`src/design/gtp_pkg.sv`:
```
// Shared types, constants and the arctangent table for the go-to-point block.
// No dependencies; every other design file uses this package by scoped names.
`default_nettype none
package gtp_pkg;

    localparam int POS_BITS     = 16;
    localparam int DX_BITS      = POS_BITS + 1;
    localparam int D2_BITS      = 2 * DX_BITS;
    localparam int SPEED_BITS   = 10;
    localparam int DIR_BITS     = 16;
    localparam int CORDIC_STEPS = 20;
    localparam int CORDIC_BITS  = 62;
    localparam int CORDIC_TOP   = 60;
    localparam int ANG_BITS     = 25;
    localparam int ADDR_BITS    = 4;

    localparam logic [SPEED_BITS-1:0] SPEED_FULL   = 10'd500;
    localparam logic [SPEED_BITS-1:0] SLOW_DIST    = 10'd250;
    localparam logic [SPEED_BITS-1:0] RAMP_STEP    = 10'd20;
    localparam logic [SPEED_BITS-1:0] CIRCLE_SPEED = 10'd100;

    localparam logic [1:0] MODE_IDLE     = 2'd0;
    localparam logic [1:0] MODE_STRAIGHT = 2'd1;
    localparam logic [1:0] MODE_CIRCLE   = 2'd2;
    // unused encoding, behaves as idle
    localparam logic [1:0] MODE_SPARE    = 2'd3;

    localparam logic [1:0] REG_TARGET_X = 2'd0;
    localparam logic [1:0] REG_TARGET_Y = 2'd1;
    localparam logic [1:0] REG_WINDOW   = 2'd2;
    localparam logic [1:0] REG_MODE     = 2'd3;

    typedef struct packed {
        logic signed [POS_BITS-1:0] pos_x;
        logic signed [POS_BITS-1:0] pos_y;
        logic signed [15:0]         velocity_heading;
    } in_t;

    typedef struct packed {
        logic [SPEED_BITS-1:0]      speed_cmd;
        logic signed [DIR_BITS-1:0] direction_cmd;
        logic                       done_res;
    } out_t;

    typedef enum logic [2:0] {
        S_IDLE,
        S_SQX,
        S_SQY,
        S_LOAD,
        S_ITER,
        S_FIN
    } state_t;

    // atan(2^-i) in degrees, Q16
    function automatic logic [ANG_BITS-1:0] atan_q16(input logic [4:0] idx);
        logic [ANG_BITS-1:0] v;
        unique case (idx)
            5'd0:    v = 25'd2949120;
            5'd1:    v = 25'd1740967;
            5'd2:    v = 25'd919879;
            5'd3:    v = 25'd466945;
            5'd4:    v = 25'd234379;
            5'd5:    v = 25'd117304;
            5'd6:    v = 25'd58666;
            5'd7:    v = 25'd29335;
            5'd8:    v = 25'd14668;
            5'd9:    v = 25'd7334;
            5'd10:   v = 25'd3667;
            5'd11:   v = 25'd1833;
            5'd12:   v = 25'd917;
            5'd13:   v = 25'd458;
            5'd14:   v = 25'd229;
            5'd15:   v = 25'd115;
            5'd16:   v = 25'd57;
            5'd17:   v = 25'd29;
            5'd18:   v = 25'd14;
            5'd19:   v = 25'd7;
            default: v = '0;
        endcase
        return v;
    endfunction

endpackage
`default_nettype wire

```
`src/design/gtp_isqrt.sv`:
```
// Restoring integer square root, two radicand bits per cycle.
// Depends on gtp_pkg for widths.
`default_nettype none
module gtp_isqrt (
    input  wire logic                         clk,
    input  wire logic                         rst_n,
    input  wire logic                         start,
    input  wire logic [gtp_pkg::D2_BITS-1:0]  radicand,
    output logic      [gtp_pkg::DX_BITS-1:0]  root,
    output logic                              busy
);
    localparam int RW = gtp_pkg::DX_BITS;
    localparam int CNT_BITS = $clog2(RW + 1);

    logic [2*RW-1:0]     rad_reg;
    logic [RW:0]         rem_reg;
    logic [RW-1:0]       root_reg;
    logic [CNT_BITS-1:0] cnt_reg;
    logic                busy_reg;

    logic [RW+2:0] r_next;
    logic [RW+2:0] trial;
    logic          fits;

    assign r_next = {rem_reg, rad_reg[2*RW-1 -: 2]};
    assign trial  = {1'b0, root_reg, 2'b01};
    assign fits   = (r_next >= trial);

    always_ff @(posedge clk or negedge rst_n)
    begin
        if (!rst_n)
        begin
            busy_reg <= 1'b0;
            cnt_reg  <= '0;
        end
        else if (start)
        begin
            busy_reg <= 1'b1;
            cnt_reg  <= '0;
        end
        else if (busy_reg)
        begin
            cnt_reg <= cnt_reg + 1'b1;
            if (cnt_reg == CNT_BITS'(RW - 1))
            begin
                busy_reg <= 1'b0;
            end
        end
    end

    always_ff @(posedge clk)
    begin
        if (start)
        begin
            rad_reg  <= radicand;
            rem_reg  <= '0;
            root_reg <= '0;
        end
        else if (busy_reg)
        begin
            rad_reg <= {rad_reg[2*RW-3:0], 2'b00};
            if (fits)
            begin
                rem_reg  <= (RW+1)'(r_next - trial);
                root_reg <= {root_reg[RW-2:0], 1'b1};
            end
            else
            begin
                rem_reg  <= (RW+1)'(r_next);
                root_reg <= {root_reg[RW-2:0], 1'b0};
            end
        end
    end

    assign root = root_reg;
    assign busy = busy_reg;

endmodule
`default_nettype wire

```
`src/design/gtp_cordic.sv`:
```
// Vectoring CORDIC, one iteration per cycle, angle accumulated in Q16 degrees.
// Depends on gtp_pkg for widths and the arctangent table.
`default_nettype none
module gtp_cordic (
    input  wire logic                                clk,
    input  wire logic                                rst_n,
    input  wire logic                                start,
    input  wire logic        [gtp_pkg::DX_BITS-1:0]  ax,
    input  wire logic        [gtp_pkg::DX_BITS-1:0]  ay,
    output logic signed      [gtp_pkg::ANG_BITS-1:0] angle,
    output logic                                     busy
);
    localparam int CW       = gtp_pkg::CORDIC_BITS;
    localparam int SHIFT    = gtp_pkg::CORDIC_TOP - gtp_pkg::DX_BITS;
    localparam int CNT_BITS = $clog2(gtp_pkg::CORDIC_STEPS);

    logic signed [CW-1:0]                 x_reg;
    logic signed [CW-1:0]                 y_reg;
    logic signed [gtp_pkg::ANG_BITS-1:0]  z_reg;
    logic [CNT_BITS-1:0]                  cnt_reg;
    logic                                 busy_reg;

    logic signed [CW-1:0]                xs;
    logic signed [CW-1:0]                ys;
    logic signed [gtp_pkg::ANG_BITS-1:0] step_ang;

    // shift toward zero
    function automatic logic signed [CW-1:0] shr_tz(input logic signed [CW-1:0] v,
                                                    input logic [CNT_BITS-1:0] s);
        logic [CW-1:0] mag;
        mag = v[CW-1] ? CW'(-v) : CW'(v);
        mag = mag >> s;
        return v[CW-1] ? signed'(CW'(-mag)) : signed'(mag);
    endfunction

    assign xs       = shr_tz(x_reg, cnt_reg);
    assign ys       = shr_tz(y_reg, cnt_reg);
    assign step_ang = signed'(gtp_pkg::atan_q16(5'(cnt_reg)));

    always_ff @(posedge clk or negedge rst_n)
    begin
        if (!rst_n)
        begin
            busy_reg <= 1'b0;
            cnt_reg  <= '0;
        end
        else if (start)
        begin
            busy_reg <= 1'b1;
            cnt_reg  <= '0;
        end
        else if (busy_reg)
        begin
            cnt_reg <= cnt_reg + 1'b1;
            if (cnt_reg == CNT_BITS'(gtp_pkg::CORDIC_STEPS - 1))
            begin
                busy_reg <= 1'b0;
            end
        end
    end

    always_ff @(posedge clk)
    begin
        if (start)
        begin
            x_reg <= signed'(CW'(ax) << SHIFT);
            y_reg <= signed'(CW'(ay) << SHIFT);
            z_reg <= '0;
        end
        else if (busy_reg)
        begin
            if (!y_reg[CW-1])
            begin
                x_reg <= x_reg + ys;
                y_reg <= y_reg - xs;
                z_reg <= z_reg + step_ang;
            end
            else
            begin
                x_reg <= x_reg - ys;
                y_reg <= y_reg + xs;
                z_reg <= z_reg - step_ang;
            end
        end
    end

    assign angle = z_reg;
    assign busy  = busy_reg;

endmodule
`default_nettype wire

```
`src/design/goto_point_speed_heading_step.sv`:
```
// Go-to-point speed and heading generator, one transaction per control tick.
// Sequence from input accept to result valid: square x, square y, load, then the
// iteration state, whose 20 CORDIC steps cover the 17-step square root, plus the
// done check, then finish. Output stalls hold the finish state.
// A new transaction is accepted only in the idle state, after the last result is loaded.
// Reset: async active low; config to 0, ramp to 0, running set, no result.
`default_nettype none
module goto_point_speed_heading_step (
    input  wire logic                            clk,
    input  wire logic                            rst_n,
    input  wire logic                            in_valid,
    output logic                                 in_ready,
    input  wire gtp_pkg::in_t                    in_data,
    output logic                                 out_valid,
    input  wire logic                            out_ready,
    output gtp_pkg::out_t                        out_data,
    input  wire logic                            psel,
    input  wire logic                            penable,
    input  wire logic                            pwrite,
    input  wire logic [gtp_pkg::ADDR_BITS-1:0]   paddr,
    input  wire logic [31:0]                     pwdata,
    output logic      [31:0]                     prdata,
    output logic                                 pready
);
    localparam int P   = gtp_pkg::POS_BITS;
    localparam int DXW = gtp_pkg::DX_BITS;
    localparam int D2W = gtp_pkg::D2_BITS;
    localparam int SW  = gtp_pkg::SPEED_BITS;
    localparam int DW  = gtp_pkg::DIR_BITS;
    localparam int CMPW = (D2W > 32) ? D2W : 32;

    // configuration registers
    logic signed [P-1:0] target_x_reg;
    logic signed [P-1:0] target_y_reg;
    logic [15:0]         window_reg;
    logic [1:0]          mode_reg;
    logic                running_reg;
    logic [SW-1:0]       ramp_reg;

    gtp_pkg::state_t state_reg, state_next;

    // per-tick working registers
    logic [DXW-1:0]  ax_reg, ay_reg;
    logic            dx_neg_reg, dy_neg_reg;
    logic [15:0]     vh_reg;
    logic [D2W-1:0]  sqx_reg, sqy_reg, d2_reg;
    logic [31:0]     w2_reg;

    logic            out_valid_reg;
    gtp_pkg::out_t   out_reg;

    // control strobes
    logic            wr_en;
    logic            accept;
    logic            unit_start;
    logic            res_load;
    logic            out_free;

    logic signed [DXW-1:0] dx, dy;
    logic [D2W-1:0]        d2_sum;

    logic [DXW-1:0]                 root;
    logic                           sqrt_busy;
    logic signed [gtp_pkg::ANG_BITS-1:0] angle;
    logic                           cordic_busy;

    // ---------------- configuration port ----------------
    assign pready = 1'b1;
    assign wr_en  = psel & penable & pwrite;

    always_ff @(posedge clk or negedge rst_n)
    begin
        if (!rst_n)
        begin
            target_x_reg <= '0;
            target_y_reg <= '0;
            window_reg   <= '0;
            mode_reg     <= gtp_pkg::MODE_IDLE;
        end
        else if (wr_en)
        begin
            unique case (paddr[3:2])
                gtp_pkg::REG_TARGET_X: target_x_reg <= signed'(pwdata[P-1:0]);
                gtp_pkg::REG_TARGET_Y: target_y_reg <= signed'(pwdata[P-1:0]);
                gtp_pkg::REG_WINDOW:   window_reg   <= pwdata[15:0];
                gtp_pkg::REG_MODE:     mode_reg     <= pwdata[1:0];
                default:               mode_reg     <= mode_reg;
            endcase
        end
    end

    always_comb
    begin
        unique case (paddr[3:2])
            gtp_pkg::REG_TARGET_X: prdata = 32'(target_x_reg);
            gtp_pkg::REG_TARGET_Y: prdata = 32'(target_y_reg);
            gtp_pkg::REG_WINDOW:   prdata = {16'd0, window_reg};
            gtp_pkg::REG_MODE:     prdata = {30'd0, mode_reg};
            default:               prdata = '0;
        endcase
    end

    // ---------------- sequencer ----------------
    assign out_free = !out_valid_reg || out_ready;

    always_comb
    begin
        state_next = state_reg;
        unique case (state_reg)
            gtp_pkg::S_IDLE: if (in_valid && running_reg) state_next = gtp_pkg::S_SQX;
            gtp_pkg::S_SQX:  state_next = gtp_pkg::S_SQY;
            gtp_pkg::S_SQY:  state_next = gtp_pkg::S_LOAD;
            gtp_pkg::S_LOAD: state_next = gtp_pkg::S_ITER;
            gtp_pkg::S_ITER: if (!sqrt_busy && !cordic_busy) state_next = gtp_pkg::S_FIN;
            gtp_pkg::S_FIN:  if (out_free) state_next = gtp_pkg::S_IDLE;
            default:         state_next = gtp_pkg::S_IDLE;
        endcase
    end

    always_comb
    begin
        in_ready   = (state_reg == gtp_pkg::S_IDLE);
        unit_start = (state_reg == gtp_pkg::S_LOAD);
        res_load   = (state_reg == gtp_pkg::S_FIN) && out_free;
    end

    assign accept = in_valid && in_ready;

    always_ff @(posedge clk or negedge rst_n)
    begin
        if (!rst_n)
        begin
            state_reg <= gtp_pkg::S_IDLE;
        end
        else
        begin
            state_reg <= state_next;
        end
    end

    // ---------------- operand capture and squares ----------------
    // a stopped block swallows the transaction: it still captures the operands but starts nothing
    assign dx = DXW'(target_x_reg) - DXW'(in_data.pos_x);
    assign dy = DXW'(target_y_reg) - DXW'(in_data.pos_y);
    assign d2_sum = sqx_reg + sqy_reg;

    always_ff @(posedge clk)
    begin
        if (accept)
        begin
            ax_reg     <= dx[DXW-1] ? DXW'(-dx) : DXW'(dx);
            ay_reg     <= dy[DXW-1] ? DXW'(-dy) : DXW'(dy);
            dx_neg_reg <= dx[DXW-1];
            dy_neg_reg <= dy[DXW-1];
            vh_reg     <= in_data.velocity_heading;
        end
        if (state_reg == gtp_pkg::S_SQX)
        begin
            sqx_reg <= D2W'(ax_reg) * D2W'(ax_reg);
        end
        if (state_reg == gtp_pkg::S_SQY)
        begin
            sqy_reg <= D2W'(ay_reg) * D2W'(ay_reg);
        end
        if (unit_start)
        begin
            d2_reg <= d2_sum;
            w2_reg <= 32'(window_reg) * 32'(window_reg);
        end
    end

    gtp_isqrt u_isqrt (
        .clk      (clk),
        .rst_n    (rst_n),
        .start    (unit_start),
        .radicand (d2_sum),
        .root     (root),
        .busy     (sqrt_busy)
    );

    gtp_cordic u_cordic (
        .clk   (clk),
        .rst_n (rst_n),
        .start (unit_start),
        .ax    (ax_reg),
        .ay    (ay_reg),
        .angle (angle),
        .busy  (cordic_busy)
    );

    // ---------------- heading ----------------
    logic [7:0] fl_raw;
    logic [7:0] fl;
    logic [7:0] mag;
    logic signed [DW-1:0] heading;

    assign fl_raw = angle[gtp_pkg::ANG_BITS-1] ? 8'd0 : angle[23:16];
    assign fl     = (fl_raw > 8'd89) ? 8'd89 : fl_raw;

    always_comb
    begin
        priority if (ay_reg == '0)
        begin
            mag = dx_neg_reg ? 8'd180 : 8'd0;
        end
        else if (ax_reg == '0)
        begin
            mag = 8'd90;
        end
        else if (ax_reg == ay_reg)
        begin
            mag = dx_neg_reg ? 8'd135 : 8'd45;
        end
        else
        begin
            // 180 minus the ceiling, ceiling = floor + 1
            mag = dx_neg_reg ? 8'(8'd179 - fl) : fl;
        end
        heading = dy_neg_reg ? signed'(DW'(-DW'(mag))) : signed'(DW'(mag));
    end

    // ---------------- speed goal and ramp ----------------
    logic [SW-1:0]        goal;
    logic signed [DW-1:0] dir;
    logic                 in_window;
    logic                 arrive;
    logic [SW-1:0]        ramp_next;

    assign in_window = (CMPW'(d2_reg) < CMPW'(w2_reg));
    assign arrive    = in_window && (ramp_reg < gtp_pkg::RAMP_STEP);

    always_comb
    begin
        goal = '0;
        dir  = '0;
        unique case (mode_reg)
            gtp_pkg::MODE_STRAIGHT:
            begin
                dir  = heading;
                goal = (root < DXW'(gtp_pkg::SLOW_DIST)) ? SW'({root, 1'b0})
                                                         : gtp_pkg::SPEED_FULL;
            end
            gtp_pkg::MODE_CIRCLE:
            begin
                dir  = DW'(1);
                goal = gtp_pkg::CIRCLE_SPEED;
            end
            default:
            begin
                dir  = '0;
                goal = '0;
            end
        endcase
        if (in_window)
        begin
            goal = '0;
        end
        ramp_next = (goal >= ramp_reg) ? SW'(ramp_reg + gtp_pkg::RAMP_STEP)
                                       : SW'(ramp_reg - gtp_pkg::RAMP_STEP);
    end

    always_ff @(posedge clk or negedge rst_n)
    begin
        if (!rst_n)
        begin
            ramp_reg    <= '0;
            running_reg <= 1'b1;
        end
        else if (wr_en)
        begin
            running_reg <= 1'b1;
        end
        else if (res_load)
        begin
            if (arrive)
            begin
                ramp_reg    <= gtp_pkg::RAMP_STEP;
                running_reg <= 1'b0;
            end
            else
            begin
                ramp_reg <= ramp_next;
            end
        end
    end

    // ---------------- result register ----------------
    always_ff @(posedge clk or negedge rst_n)
    begin
        if (!rst_n)
        begin
            out_valid_reg <= 1'b0;
        end
        else if (res_load)
        begin
            out_valid_reg <= 1'b1;
        end
        else if (out_ready)
        begin
            out_valid_reg <= 1'b0;
        end
    end

    always_ff @(posedge clk)
    begin
        if (res_load)
        begin
            if (arrive)
            begin
                out_reg.speed_cmd     <= '0;
                out_reg.direction_cmd <= signed'(vh_reg);
                out_reg.done_res      <= 1'b1;
            end
            else
            begin
                out_reg.speed_cmd     <= ramp_next;
                out_reg.direction_cmd <= dir;
                out_reg.done_res      <= 1'b0;
            end
        end
    end

    assign out_valid = out_valid_reg;
    assign out_data  = out_reg;

endmodule
`default_nettype wire
```
`config.mk`:
```
export PLATFORM = sky130hd
export DESIGN_NAME = goto_point_speed_heading_step
export DESIGN_NICKNAME = d
export VERILOG_FILES = /design/src/design/gtp_pkg.sv /design/src/design/gtp_isqrt.sv /design/src/design/gtp_cordic.sv /design/src/design/goto_point_speed_heading_step.sv
export SDC_FILE = /design/constraint.sdc
export NUM_CORES = 2
export LEC_CHECK = 0
export ABC_AREA = 1
export BUFFER_PORTS_ARGS = -buffer_cell sky130_fd_sc_hd__buf_2
export CORE_ASPECT_RATIO = 1.2
export CORE_UTILIZATION = 55
export CTS_CLUSTER_SIZE = 10
export DETAILED_ROUTE_END_ITERATION = 10
export MAX_ROUTING_LAYER = met4
export PLACE_DENSITY = 0.67
export SLEW_MARGIN = 20
export SYNTH_ARGS = -nofsm -noshare
export SYNTH_HDL_FRONTEND = slang
export SYNTH_SLANG_ARGS = --single-unit
```
`constraint.sdc`:
```
create_clock -name clk -period 12.1 [get_ports clk]
set_clock_uncertainty 0.05 [all_clocks]
set_input_delay 2.42 -clock clk [delete_from_list [all_inputs] [get_ports clk]]
set_output_delay 2.42 -clock clk [all_outputs]
set_load 0.01 [all_outputs]
```
======== After elaboration in Yosys (flattened, before gate mapping) ========
Memories as Yosys holds them, arrays and structs flattened.
Index checks and enable logic that the tools add are counted.
W data, S select, Z words.
word-level totals
  flip-flop bits (word level) ............. 508
  ROM bits ................................ 704
  input port bits ......................... 91
  memories ................................ 1
memories
  memory           depth  width  rd ports  clocked after Yosys merged registers in  write ports  RTL line       RTL
  (no name shown)  32     22     1         0                                        0            gtp_pkg.sv:57  unique case (idx)
operators by class
  add/subtract/negate cells ............... 22
  multipliers ............................. 3
  magnitude comparators ................... 6
  eq/ne operators ......................... 16
  shift-type cells ........................ 2
  mux-type cells .......................... 53
  bitwise logic cells ..................... 3
  reductions and logical operators ........ 25
operators by type and width
  kind               count
  $mux W62           6
  $neg A62 Y62       4
  $mux W60           4
  $pmux W32 S4       1
  $add A62 B62 Y62   2
  $shr A62 B5 Y62    2
  $sub A62 B62 Y62   2
  $mul A17 B17 Y34   2
  $mux W34           2
  $mux W8            8
  $mux W16           3
  $mux W10           4
  $add A34 B34 Y34   1
  $logic_not A17 Y1  2
  $lt A34 B32 Y1     1
  $neg A17 Y17       2
  $sub A16 B16 Y17   2
  $mul A16 B16 Y32   1
  $pmux W16 S2       1
  $add A25 B25 Y25   1
  $mux W25           1
  $sub A25 B25 Y25   1
  $ge A20 B19 Y1     1
  $mux W5            4
  35 further kinds   72

======== Logic depth before layout (Yosys ltp) ========
  word-level depth ........................ 12
  depth in mapped cells ................... 54
  depth with buffers taken out ............ 54

======== Cells and area by module ========
From an unflattened synthesis, not the netlist that was laid out.
unflattened totals
  cell total of the unflattened synthesis .. 12330
  area, all modules ....................... 81959.9 um^2
by module, submodules not included
  module                         times used  cells each  area each (um^2)  seq. area each (um^2)
  goto_point_speed_heading_step  1           4708        39746.9           7823.8
  gtp_cordic                     1           7052        37976.4           3473.3
  gtp_isqrt                      1           570         4236.6            1871.8

======== Worst setup path after synthesis ========
Ideal clock, no wire load.
  path type ............................... register to register
  start point ............................. register ay_reg[2]
  end point ............................... register sqy_reg[32] (data pin)
  arrival ................................. 6.491 ns
  data required time ...................... 11.785 ns
  path slack .............................. 5.294 ns
  stages on the path, launching flop included .. 31
  path buffers ............................ 2
  period minus slack after synthesis ...... 6.806 ns
  path through ............................ edfxtp_1 -> clkbuf_1 -> buf_1 -> nand2_1 -> fa_1 -> inv_1 -> fa_1 -> inv_1 -> fa_1 -> inv_1 -> fa_1 -> inv_1 -> fa_1 -> inv_1 -> fa_1 -> ha_1 -> a21oi_1 -> o21ai_0 -> a21oi_1 -> nor3_1 -> a2111oi_0 -> o21ai_0 -> nand2_1 -> nand2_1 -> nand2_1 -> nand2_1 -> nand3_1 -> nand2_1 -> a21oi_1 -> o21ai_0 -> xor2_1
on the way
  word-level cells in the longest chain between the ends .. 1
RTL lines
  what                    RTL line                              RTL
  from (decl)             goto_point_speed_heading_step.sv:43   logic [DXW-1:0] ax_reg, ay_reg;
  from (signal assigned)  goto_point_speed_heading_step.sv:152  ay_reg <= dy[DXW-1] ? DXW'(-dy) : DXW'(dy);
  $mul A17 B17 Y34        goto_point_speed_heading_step.sv:163  sqy_reg <= D2W'(ay_reg) * D2W'(ay_reg);
  to (signal assigned)    goto_point_speed_heading_step.sv:163
  to (decl)               goto_point_speed_heading_step.sv:46   logic [D2W-1:0] sqx_reg, sqy_reg, d2_reg;
Every way passes these cells.
A chain may end at the register's enable or synchronous reset.

======== Final worst setup path ========
  start point ............................. register u_cordic.cnt_reg[1]
  end point ............................... register u_cordic.y_reg[51] (data pin)
on the way
  word-level cells in the longest chain between the ends .. 7
  elaborated cells between the ends (all ways) .. 8
RTL lines
  what                                                         RTL line                            RTL
  from (decl)                                                  gtp_cordic.sv:20                    logic [CNT_BITS-1:0] cnt_reg;
  from (signal assigned)                                       gtp_cordic.sv:54                    cnt_reg <= cnt_reg + 1'b1;
  $shr A62 B5 Y62 *                                            gtp_cordic.sv:32                    mag = mag >> s;
  $neg A62 Y62                                                 gtp_cordic.sv:33                    return v[CW-1] ? signed'(CW'(-mag)) : signed'(mag);
  $mux W62 *                                                   gtp_cordic.sv:33
  $sub A62 B62 Y62 / $add A62 B62 Y62 (equally long branches)  gtp_cordic.sv:75, gtp_cordic.sv:81
  $mux W62 *                                                   gtp_cordic.sv:72                    if (!y_reg[CW-1])
  $mux W60 *                                                   gtp_cordic.sv:70                    else if (busy_reg)
  $mux W60 *                                                   gtp_cordic.sv:64                    if (start)
  to (signal assigned)                                         gtp_cordic.sv:67                    y_reg <= signed'(CW'(ay) << SHIFT);
  to (signal assigned)                                         gtp_cordic.sv:75                    y_reg <= y_reg - xs;
  to (signal assigned)                                         gtp_cordic.sv:81                    y_reg <= y_reg + xs;
  to (decl)                                                    gtp_cordic.sv:18                    logic signed [CW-1:0] y_reg;
Every way passes the cells marked *; elsewhere a longest branch is shown, timed or not. The select of a mux whose other input is x is not followed.

==> flow_summary.toml <==
[run_status]
status = "complete, no violations"

[route]
vias_per_cell = 5.84
drc_errors = 0
wl_per_cell_um = 22.1
vias = 78000
drt-total-wl_um = 295000
ant_nets = 0
drt-initial-drc-count = 7414
drtPass1Iterations = 7

[sta]
fin_crit_ns = 9.70
slew_headroom = 0.164
fmax_ghz = 0.103
final_max_slew_viol_count = 0
worst_pin_slew_ns = 1.24
hold_viol_final = 0
finalSetupTns_ns = 0
finalSetupViolations = 0
grt_setup_unrepaired = "no"
fin_crit_sh = 0.801

[grt]
grt_use_total = 0.417
grt_pass1_vias = 75400
gr-total-overflow = 0
grt_start_max_net_pins = 111
antenna_found_initial = 6
grt_first_pass_wirelength_um = 442000

[setup_path]
cp_max_fo = 75
worstPathRequired_ns = 12.47
cp_common_cell = "nor2_1"
start_kind = "flip-flop"
arrival_ns = 10.07
slowest_stage = "buf_4"
critPathKind = "flip-flop to flip-flop"
setup.worst_path.end_class = "flip-flop"
max_stage_delay_ns = 0.78

[logic_synthesis]
synth_edf_count = 276
yosysWarnings = 0
async_reset_ff_frac = 0.150
synth-seq-cells = 501
syn-cell-area_mm2 = 0.0782
seq_area_frac_synth = 0.168
yosys-top-cells-area = "nand2_1, fa_1, edfxtp_1, ha_1, nand3_1"
synth_cell_types = 74
syn_inst = 11600
synthFlopType = "edfxtp_1"
postSynthAreaPerCell_um2 = 6.75
synth_top_cell_by_area = "nand2_1"
synth_top_area_frac = 0.145

[clocking]
insertion_delay_ns = 0.71
clock_sinks = 501
cts_resized = 0
clockBufferDepth = 3
cts-root-buf = "clkbuf_16"
h-tree-depth = 3
post-cts-setup-buffers = 0
ctsHoldBuffers = 0
cts_made_buffers = 67
clk_pin_slew_ns = 0.06
cts_tree = "done"

[floorplanning]
start_util = 0.554
die_h_um = 415
die_x_um = 346
rows = 151
core_mm2 = 0.141
dieArea_mm2 = 0.144
boundaryPins = 153

[place]
place_congestion = 1.07
dp_hpwl_um = 241000
placed_cells = 13200
io_buffer_count = 131

[cells_and_area]
layout-drive-gt1-share = 0.0632
synthToLayoutAreaGrowth_pct = 5.02
multi_input_area_mm2 = 0.0563
regArea_mm2 = 0.0132
layout_commonest_cell = "nand2_1"
nets = 12700
nFillCells = 13700
fin_cells = 13300
layout_common_cells = "nand2_1, inv_1, nand3_1, nor2_1, ha_1"

[hold_path]
hp-class = "flip-flop to flip-flop"

[run]
max_cap_viol_count = 0
[kinds of logic after synthesis]
kind of cell / after synthesis / share of synthesized area
buf+inv: 2254 / 0.113
other cells: 2 / 0.0000961
fa+ha+maj: 1159 / 0.239
xor+xnor: 482 / 0.0544
flops: 501 / 0.168
compound gates: 1199 / 0.0871
simple gates: 5983 / 0.338
mux: 4 / 0.000512
[cells in the mapped netlist, types with 9 or more instances]
cell type     n
nand3_1    1514
fa_1        553
nand3b_1     36
nand2_1    3020
a21o_1       18
nor3_1       78
a211oi_1     17
buf_1        96
xor2_1      320
inv_2        49
a221oi_1      9
nand3_2      65
a31oi_1      43
ha_1        606
nand2_4      17
or2_2        13
xnor2_1     158
nor2_2       82
o22ai_1     106
o31ai_1      12
nand4_1      88
o21a_1       23
o21ai_0     375
o211ai_1     32
buf_6        15
nand2_2     101
and2_1       10
nor2_4       41
nor2_1      879
a21boi_0     10
buf_4        31
o21bai_1     33
inv_1      1777
a21oi_1     411
nor4_1       19
dfxtp_1     150
clkbuf_1    182
o21ai_1      51
buf_2        93
dfrtp_1      74
a22oi_1      23
edfxtp_1    276
[layout make-up]
type	count	area share
Clock inverter	24	0.00317
Timing Repair Buffer	214	0.0158
Antenna cell	7	0.000213
Inverter	1836	0.0842
Tap cell	1836	0.0280
Multi-Input combinational cell	8831	0.685
Clock buffer	92	0.0226
Sequential cell	501	0.161
[metrics by stage]
stage	instance area [um2]	setup slack, ns	util	hold WS, ns
after floorplan	78200	5.29	-	0.371
after global placement	80000	2.94	0.567	0.381
after detailed placement	80000	2.90	0.567	0.392
after CTS	82100	2.86	0.582	0.406
after global routing	82100	2.20	0.582	0.437
final	82100	2.40	0.582	0.404
[worst max-delay path: cells and delay by family, from the launching register on]
| family | cells | cell delay [ns] |
|---|---|---|
| compound gates | 17 | 4.42 |
| xor+xnor | 1 | 0.26 |
| fa+ha+maj | 3 | 0.95 |
| buf+inv | 6 | 1.37 |
| flops | 1 | 0.70 |
| mux | 1 | 0.57 |
| simple gates | 9 | 1.04 |
[worst paths after layout]
check / from / endpoint / slack [ns] / cells past startpoint
hold / removal: u_cordic.angle[0] / u_cordic.angle[0] / 0.40 / 2
min in group asynchronous: rst_n / u_cordic.busy / 1.68 / 1
max in group asynchronous: rst_n / mode_reg[0] / 9.27 / 2
setup / recovery: u_cordic.cnt_reg[1] / u_cordic.y_reg[51] / 2.40 / 37
setup reg to reg: u_cordic.cnt_reg[1] / u_cordic.y_reg[51] / 2.40 / 37
hold reg to reg: u_cordic.angle[0] / u_cordic.angle[0] / 0.40 / 2
[routing by layer]
metal,routed length [um],track usage,vias up,part of all wire
met5,0,-,-,0
met4,26100,0.311,0,0.088
met3,20700,0.0539,932,0.070
met2,140000,0.682,3414,0.47
met1,108000,0.465,36700,0.37
li1,-,-,36900,-
Power is left out: the tool's default activity adds up to more than one toggle a clock period on the data nets, which glitch-free logic cannot reach.
